===== config.mk =====
export PLATFORM = sky130hd
export DESIGN_NAME = automatic_transfer_switch_controller
export DESIGN_NICKNAME = d
export VERILOG_FILES = /design/src/sv/ats_pkg.sv /design/src/sv/ats_cfg.sv /design/src/sv/ats_step.sv /design/src/sv/automatic_transfer_switch_controller.sv
export SDC_FILE = /design/constraint.sdc
export NUM_CORES = 1
export LEC_CHECK = 0
export BUFFER_PORTS_ARGS = -buffer_cell sky130_fd_sc_hd__buf_2
export CAP_MARGIN = 5
export CORE_MARGIN = 10
export CORE_UTILIZATION = 59
export CTS_CLUSTER_SIZE = 10
export DETAILED_ROUTE_END_ITERATION = 10
export HOLD_SLACK_MARGIN = 0.06
export MAX_ROUTING_LAYER = met4
export PLACE_DENSITY_LB_ADDON = 0.2
export SYNTH_ARGS = -nofsm -noshare
export SYNTH_HDL_FRONTEND = slang
export SYNTH_SLANG_ARGS = --single-unit

===== constraint.sdc =====
create_clock -name clk -period 5.8 [get_ports clk]
set_input_delay 0 -clock clk [delete_from_list [all_inputs] [get_ports clk]]
set_output_delay 0 -clock clk [all_outputs]
set_load 0.02 [all_outputs]

===== src/sv/ats_pkg.sv =====
// Shared types, register indexes and mode encodings for the transfer switch controller.
// No dependencies; every other file of the block imports this package.
package ats_pkg;

  // Widths of the item fields and registers
  localparam int unsigned TickW  = 32;
  localparam int unsigned VoltW  = 12;
  localparam int unsigned DelayW = 16;
  localparam int unsigned ModeW  = 2;
  localparam int unsigned IdxW   = 3;
  localparam int unsigned CfgW   = 16;

  // Configuration register indexes
  localparam logic [IdxW-1:0] REG_TRIP_LOW       = 3'd0;
  localparam logic [IdxW-1:0] REG_TRIP_HIGH      = 3'd1;
  localparam logic [IdxW-1:0] REG_RETURN_LOW     = 3'd2;
  localparam logic [IdxW-1:0] REG_RETURN_HIGH    = 3'd3;
  localparam logic [IdxW-1:0] REG_TRIP_DELAY     = 3'd4;
  localparam logic [IdxW-1:0] REG_RETURN_DELAY   = 3'd5;
  localparam logic [IdxW-1:0] REG_SWITCH_DELAY   = 3'd6;
  localparam logic [IdxW-1:0] REG_OPEN_END_DELAY = 3'd7;

  // Reported mode codes
  localparam logic [ModeW-1:0] MODE_MAIN    = 2'd0;
  localparam logic [ModeW-1:0] MODE_TO_GEN  = 2'd1;
  localparam logic [ModeW-1:0] MODE_GEN     = 2'd2;
  localparam logic [ModeW-1:0] MODE_TO_MAIN = 2'd3;

  // Transfer sequence state, one-hot
  typedef enum logic [3:0] {
    ST_MAIN    = 4'b0001,
    ST_TO_GEN  = 4'b0010,
    ST_GEN     = 4'b0100,
    ST_TO_MAIN = 4'b1000
  } ats_mode_t;

  typedef struct packed {
    ats_mode_t         mode;
    logic [TickW-1:0]  phase_start;
    logic              phase_armed;
  } ats_state_t;

  typedef struct packed {
    logic [VoltW-1:0]  trip_low;
    logic [VoltW-1:0]  trip_high;
    logic [VoltW-1:0]  return_low;
    logic [VoltW-1:0]  return_high;
    logic [DelayW-1:0] trip_delay;
    logic [DelayW-1:0] return_delay;
    logic [DelayW-1:0] switch_delay;
    logic [DelayW-1:0] open_end_delay;
  } ats_cfg_t;

  typedef struct packed {
    logic              generator_running;
    logic [VoltW-1:0]  line_voltage;
    logic [TickW-1:0]  tick_ms;
  } ats_in_t;

  typedef struct packed {
    logic [ModeW-1:0]  mode;
    logic              run_request;
    logic              transfer_relay;
    logic              generator_relay;
    logic              main_relay;
  } ats_res_t;

  // Map the one-hot state to the reported mode code.
  function automatic logic [ModeW-1:0] mode_code(input ats_mode_t m);
    logic [ModeW-1:0] code;
    unique case (m)
      ST_MAIN:    code = MODE_MAIN;
      ST_TO_GEN:  code = MODE_TO_GEN;
      ST_GEN:     code = MODE_GEN;
      ST_TO_MAIN: code = MODE_TO_MAIN;
      default:    code = MODE_MAIN;
    endcase
    return code;
  endfunction

endpackage


===== src/sv/ats_cfg.sv =====
// Configuration register bank for the transfer switch controller.
// Depends on ats_pkg for the register indexes and the register struct.
module ats_cfg
  import ats_pkg::*;
(
  input  logic            clk,
  input  logic            rst,
  input  logic            wr_en,
  input  logic [IdxW-1:0] wr_index,
  input  logic [CfgW-1:0] wr_data,
  output ats_cfg_t        regs
);

  // Register writes; each register keeps the low bits it needs.
  always_ff @(posedge clk) begin
    if (rst) begin
      regs.trip_low       <= 12'd1080;
      regs.trip_high      <= 12'd1320;
      regs.return_low     <= 12'd1150;
      regs.return_high    <= 12'd1250;
      regs.trip_delay     <= 16'd500;
      regs.return_delay   <= 16'd2000;
      regs.switch_delay   <= 16'd1000;
      regs.open_end_delay <= 16'd2000;
    end else if (wr_en) begin
      unique case (wr_index)
        REG_TRIP_LOW:       regs.trip_low       <= wr_data[VoltW-1:0];
        REG_TRIP_HIGH:      regs.trip_high      <= wr_data[VoltW-1:0];
        REG_RETURN_LOW:     regs.return_low     <= wr_data[VoltW-1:0];
        REG_RETURN_HIGH:    regs.return_high    <= wr_data[VoltW-1:0];
        REG_TRIP_DELAY:     regs.trip_delay     <= wr_data[DelayW-1:0];
        REG_RETURN_DELAY:   regs.return_delay   <= wr_data[DelayW-1:0];
        REG_SWITCH_DELAY:   regs.switch_delay   <= wr_data[DelayW-1:0];
        REG_OPEN_END_DELAY: regs.open_end_delay <= wr_data[DelayW-1:0];
        default: ;
      endcase
    end
  end

endmodule


===== src/sv/ats_step.sv =====
// Combinational step of the transfer sequence: one item and the current state
// give the relay drives and the next state. Depends on ats_pkg.
module ats_step
  import ats_pkg::*;
(
  input  ats_state_t cur,
  input  ats_cfg_t   cfg,
  input  ats_in_t    item,
  output ats_state_t nxt,
  output ats_res_t   res
);

  logic [TickW-1:0] diff;
  logic [TickW-1:0] el_armed;
  logic             trip_bad;
  logic             ret_ok;

  // Elapsed time since the stamp; a timer armed in this step reads zero.
  assign diff     = item.tick_ms - cur.phase_start;
  assign el_armed = cur.phase_armed ? diff : '0;

  // Voltage window checks
  assign trip_bad = (item.line_voltage < cfg.trip_low) ||
                    (item.line_voltage > cfg.trip_high);
  assign ret_ok   = (item.line_voltage >= cfg.return_low) &&
                    (item.line_voltage <= cfg.return_high);

  // Sequence update and relay drives
  always_comb begin
    nxt = cur;
    res = '0;
    unique case (cur.mode)
      ST_MAIN: begin
        res.main_relay = 1'b1;
        if (trip_bad) begin
          if (!cur.phase_armed) begin
            nxt.phase_start = item.tick_ms;
            nxt.phase_armed = 1'b1;
          end
          if (el_armed >= {16'd0, cfg.trip_delay}) begin
            res.main_relay  = 1'b0;
            nxt.mode        = ST_TO_GEN;
            nxt.phase_armed = 1'b0;
          end
        end else begin
          nxt.phase_armed = 1'b0;
        end
      end
      ST_TO_GEN: begin
        res.run_request = 1'b1;
        if (!item.generator_running) begin
          nxt.phase_armed = 1'b0;
        end else if (!cur.phase_armed) begin
          nxt.phase_start     = item.tick_ms;
          nxt.phase_armed     = 1'b1;
          res.generator_relay = 1'b1;
        end else begin
          res.generator_relay = 1'b1;
          if (diff >= {16'd0, cfg.switch_delay}) begin
            res.transfer_relay = 1'b1;
            nxt.mode           = ST_GEN;
            nxt.phase_armed    = 1'b0;
          end
        end
      end
      ST_GEN: begin
        res.generator_relay = 1'b1;
        res.transfer_relay  = 1'b1;
        res.run_request     = 1'b1;
        if (ret_ok) begin
          if (!cur.phase_armed) begin
            nxt.phase_start = item.tick_ms;
            nxt.phase_armed = 1'b1;
          end
          if (el_armed >= {16'd0, cfg.return_delay}) begin
            res.transfer_relay = 1'b0;
            nxt.mode           = ST_TO_MAIN;
            nxt.phase_start    = item.tick_ms;
            nxt.phase_armed    = 1'b1;
          end
        end else begin
          nxt.phase_armed = 1'b0;
        end
      end
      ST_TO_MAIN: begin
        // Break before make: hold the generator, open everything, then close main.
        if (diff < {16'd0, cfg.switch_delay}) begin
          res.generator_relay = 1'b1;
        end else if (diff >= {16'd0, cfg.open_end_delay}) begin
          res.main_relay  = 1'b1;
          nxt.mode        = ST_MAIN;
          nxt.phase_armed = 1'b0;
        end
      end
      default: begin
        nxt.mode        = ST_MAIN;
        nxt.phase_armed = 1'b0;
      end
    endcase
    res.mode = mode_code(nxt.mode);
  end

endmodule


===== src/sv/automatic_transfer_switch_controller.sv =====
// Top level of the automatic transfer switch controller: stream ports, input and
// result registers, sequence state. Depends on ats_pkg, ats_cfg and ats_step.
//
// Usage:
//   Input items arrive on the s_t* channel, one sample per item: a millisecond
//   timestamp, the main line RMS voltage and the generator running flag.
//   Each item yields exactly one result item on the m_t* channel with the main,
//   generator and transfer relay drives, the generator run request and the
//   mode after the step.
//   An item is held in an input register, then the sequence step is computed
//   combinationally into the result register, which drives m_tvalid. While the
//   receiver takes results, one item is accepted every cycle.
//   When the receiver holds m_tready low, the result register keeps its item
//   and the input register still takes one more item; after that s_tready
//   drops until the result is taken. Nothing is lost or repeated.
//   Thresholds and delays are written on the cfg_* channel, which is always
//   ready; write them only while no item is in flight.
//   Reset empties both registers, puts the sequence on main with the timer
//   disarmed and loads the default thresholds and delays.
module automatic_transfer_switch_controller
  import ats_pkg::*;
(
  input  logic            clk,
  input  logic            rst,
  // Input items
  input  logic            s_tvalid,
  output logic            s_tready,
  input  logic [47:0]     s_tdata,   // tick_ms[31:0], line_voltage[43:32],
                                     // generator_running[44], zero fill[47:45]
  // Result items
  output logic            m_tvalid,
  input  logic            m_tready,
  output logic [7:0]      m_tdata,   // main_relay[0], generator_relay[1],
                                     // transfer_relay[2], run_request[3],
                                     // mode[5:4], zero fill[7:6]
  // Configuration writes
  input  logic            cfg_valid,
  output logic            cfg_ready,
  input  logic [IdxW-1:0] cfg_index,
  input  logic [CfgW-1:0] cfg_data
);

  ats_cfg_t   regs;
  ats_state_t state;
  ats_state_t state_next;
  ats_in_t    in_item;
  logic       in_valid;
  ats_res_t   res_next;
  ats_res_t   out_res;
  logic       out_valid;
  logic       advance;

  // Configuration bank
  assign cfg_ready = 1'b1;

  ats_cfg u_cfg (
    .clk      (clk),
    .rst      (rst),
    .wr_en    (cfg_valid && cfg_ready),
    .wr_index (cfg_index),
    .wr_data  (cfg_data),
    .regs     (regs)
  );

  // Sequence step logic
  ats_step u_step (
    .cur  (state),
    .cfg  (regs),
    .item (in_item),
    .nxt  (state_next),
    .res  (res_next)
  );

  // Pipeline flow: the held item moves on when the result register frees up.
  assign advance  = in_valid && (!out_valid || m_tready);
  assign s_tready = !in_valid || advance;

  // Input register
  always_ff @(posedge clk) begin
    if (rst) begin
      in_valid <= 1'b0;
    end else if (s_tready) begin
      in_valid <= s_tvalid;
    end
  end

  always_ff @(posedge clk) begin
    if (s_tready && s_tvalid) begin
      in_item <= s_tdata[44:0];
    end
  end

  // Result register
  always_ff @(posedge clk) begin
    if (rst) begin
      out_valid <= 1'b0;
    end else if (advance) begin
      out_valid <= 1'b1;
    end else if (m_tready) begin
      out_valid <= 1'b0;
    end
  end

  always_ff @(posedge clk) begin
    if (advance) begin
      out_res <= res_next;
    end
  end

  // Sequence state, updated once per item
  always_ff @(posedge clk) begin
    if (rst) begin
      state.mode        <= ST_MAIN;
      state.phase_start <= '0;
      state.phase_armed <= 1'b0;
    end else if (advance) begin
      state <= state_next;
    end
  end

  assign m_tvalid = out_valid;
  assign m_tdata  = {2'b00, out_res};

`ifndef SYNTHESIS
  // Main and generator sources are never closed together.
  a_no_overlap: assert property (@(posedge clk) disable iff (rst)
    m_tvalid |-> !(m_tdata[0] && m_tdata[1]))
    else $error("main and generator relays closed together");

  // The load moves to the generator only through a closed generator relay.
  a_transfer_on_gen: assert property (@(posedge clk) disable iff (rst)
    m_tvalid && m_tdata[2] |-> m_tdata[1])
    else $error("transfer relay closed without generator relay");

  // A held item is kept while the result side stalls.
  a_hold_input: assert property (@(posedge clk) disable iff (rst)
    in_valid && out_valid && !m_tready |=> in_valid)
    else $error("input item dropped during output stall");
`endif

endmodule

==> flow_summary.yaml <==
setup_path:
  worstSetupEndpoint: "state[30]$_SDFFE_PP0P_"
  path_class: "reg -> reg"
  cpPeakStageDelay_ps: 450
  r2r_cells: 20
  worstPathRequired_ps: 6250
  crit_start: "in_item[0]$_DFFE_PP_"
  rr_endpoint: "state[30]$_SDFFE_PP0P_"
  cp-end-kind: "flip-flop"
  crit_fanout: 25
  worst_path_max_delay_cell: "o21ai_2"
  r2r_setup_slack_ps: 560
  cp-start-kind: "flip-flop"
  crit_arrival_ps: 5690
  r2r-start: "in_item[0]$_DFFE_PP_"
  crit_chain: "inv_1 > ha_1 > fa_1 > nand2b_1 > a21oi_1 > nor2_1 > o21ai_0 > xor2_1 > and2_1 > ha_1 > a211o_1 > nor3_1 > a211o_1 > maj3_1 > o211ai_1 > nor4_1 > o21ai_2 > buf_4 > a41o_1 > o311a_1"
synth:
  netlist_area_sq_um: 12300
  yosysSeqAreaShare_pct: 37.0
  synth_flop_cell: "dfxtp_1"
  async_flop_share_pct: 0
  avgSynthCellArea_sq_um: 8.60
  ys_warn_count: 0
  synth_seq_cells: 202
  yosysTopAreaCell: "dfxtp_1"
  synth_edf_count: 51
  postSynthCellCount: 1433
  synth.distinct_cells: 89
  ys_top_cells_by_area: "dfxtp_1 (25%), ha_1 (14%), edfxtp_1 (12%)"
  synth_top_area_share_pct: 24.5
sta:
  slew_headroom_pct: 20.8
  rsz0062_at_grt: "no"
  post-route-period-util_pct: 90.3
  drv_slew: 0
  finalWorstSetupSlack_ps: 560
  finalHoldViolCount: 0
  max_freq_mhz: 191
  setup_viol: 0
  finClkSkew_ps: 20.6
  worst_slew_pin_slew_ps: 1190
  min_period_ps: 5240
  tns_ps: 0
routing:
  vias: 10700
  drt_pass1_iterations: 7
  first_iter_violations: 796
  ant_nets: 0
  top_layer_used: "met4"
  wl_per_cell_microns: 17.6
  met3_length_mm: 2.01
  drc: 0
  wl_met2_mm: 14.7
  drt-vias-per-instance: 5.86
  finalWirelength_mm: 32.1
  wl_met1_mm: 15.0
floorplan:
  core_sq_um: 20400
  pin_count: 83
  initial_utilization_pct: 60.5
  die_area_sq_um: 27100
  die_x_microns: 164
  dieHeight_microns: 164
  core.rowCount: 52
global_routing:
  grt_max_degree: 78
  grt_pass1_wl_mm: 52.5
  antenna_found_initial: 0
  grt_usage_pct: 24.2
  grt_pass1_vias: 10300
  gr-total-overflow: 0
job:
  maxCapViolCount: 0
final_layout:
  diodes: 0
  final_core_util_pct: 69.4
  area_growth_syn_to_layout_pct: 14.7
  drive_gt1_share_pct: 9.41
  fin_nets: 1748
cts:
  hold_buffers: 64
  clk_path_buf_depth: 3
  clock-root-buffer: "clkbuf_16"
  numCtsBuffers: 25
  clkLatencyLatePin_ps: 530
  cts_max_level: 1
  postCtsSetupBuffers: 0
  cts_tree: "built"
  cts_sinks: 202
  clkTransAtPathRegs_ps: 60
  post_cts_resized: 0
status:
  status: "complete, no violations"
pwr:
  power_mw: 3.61
  peakVddDrop_mv: 0.271
  power-per-cell-area_nw_per_um2: 255
  leakage_nw: 6.04
placed_design:
  gp_congestion: 0.931
  pre_cts_ws_ps: 678
  hpwlAfterDp_mm: 22.0
  io_buffers: 76
min_path:
  hold_path.class: "in -> reg"
  hold-path-cell-count: 5
## worst min path at each step
stage	start	endpoint	slack (ps)
3_3_place_gp	s_tdata[17]	in_item[17]$_DFFE_PP_	180
4_1_cts	cfg_index[0]	u_cfg.regs[107]$_SDFFE_PP0P_	80
6_report	cfg_index[0]	u_cfg.regs[107]$_SDFFE_PP0P_	110
5_1_grt	cfg_index[0]	u_cfg.regs[107]$_SDFFE_PP0P_	140
3_5_place_dp	s_tdata[12]	in_item[12]$_DFFE_PP_	180
2_1_floorplan	s_tdata[0]	in_item[0]$_DFFE_PP_	100
## report_power, final
| part | total (mW) | internal [mW] | switching, mW |
|---|---|---|---|
| registers | 1.54 | 1.50 | 0.0360 |
| clock network | 1.42 | 0.837 | 0.581 |
| logic | 0.649 | 0.257 | 0.392 |
## metrics by stage
step	area, sq um	instances	hold slack [ps]
after global routing	14100	1822	136
after floorplan	12300	1434	98.9
after detailed placement	12800	1714	178
after global placement	12800	1714	176
after CTS	14100	1822	84.2
final	14100	1822	107
## routing by layer
layer | up-vias | GRT usage [%]
li1 | 5329 | -
met1 | 5020 | 32.5
met2 | 301 | 38.4
met3 | 34 | 3.29
met4 | 0 | 5.23
met5 | - | -
## sequential cells by signal, summed over array words and instances (netlist names)
name	count
in_item	45
in_valid	1
m_tdata	6
m_tvalid	1
state	37
u_cfg.regs	112
## cells by family (layout without fill, tap and decap cells)
kind of cell    Yosys count  in the layout  synth area share (%)
buf+inv                 228            346                  7.69
compound gates          415            415                  23.3
fa+ha+maj               142            142                  14.5
mux                       2              2                 0.163
simple gates            424            424                  16.0
other cells               2              3                0.0610
xor+xnor                 18             18                  1.28
flops                   202            202                  37.0
## synth_stat cells, drive strengths merged, types with 5 or more instances
| master | n |
|---|---|
| nand2 | 232 |
| dfxtp | 151 |
| inv | 150 |
| ha | 140 |
| a21oi | 134 |
| clkbuf | 59 |
| o211ai | 54 |
| o21ai | 54 |
| edfxtp | 51 |
| nor2 | 46 |
| a21o | 33 |
| a41o | 30 |
| o311a | 30 |
| nand2b | 21 |
| and2 | 20 |
| nand4 | 20 |
| buf | 18 |
| nand3 | 18 |
| nor3 | 18 |
| o21a | 16 |
| xnor2 | 14 |
| nor2b | 13 |
| a211oi | 8 |
| o31ai | 7 |
| or3 | 7 |
| a31oi | 6 |
| nor4 | 6 |
| nand3b | 5 |
## worst max-delay path: cells and delay by family, from the launching register on
| kind | cells | cell delay [ps] |
|---|---|---|
| compound gates | 8 | 2110 |
| xor+xnor | 1 | 350 |
| simple gates | 5 | 710 |
| flops | 1 | 350 |
| fa+ha+maj | 4 | 1160 |
| buf+inv | 2 | 460 |
## area by class of cell
cell class	instances	area (sq um)
Multi-Input combinational cell	1004	6830
Timing Repair Buffer	151	1100
Tap cell	270	338
Fill cell	1649	6230
Sequential cell	202	4550
Clock buffer	41	717
Clock inverter	3	18.8
Inverter	151	567
## placed cells by master, fill, tap and decap left out, types with 26 or more instances in the layout
| master | count |
|---|---|
| nand2_1 | 231 |
| o21ai_0 | 50 |
| dlygate4sd3_1 | 64 |
| a41o_1 | 29 |
| o311a_1 | 30 |
| edfxtp_1 | 51 |
| a21o_1 | 31 |
| nor2_1 | 46 |
| ha_1 | 140 |
| a21oi_1 | 132 |
| clkbuf_16 | 26 |
| dfxtp_1 | 151 |
| o211ai_1 | 53 |
| inv_1 | 149 |
| buf_2 | 76 |
Power figures use the tool's default switching activity.
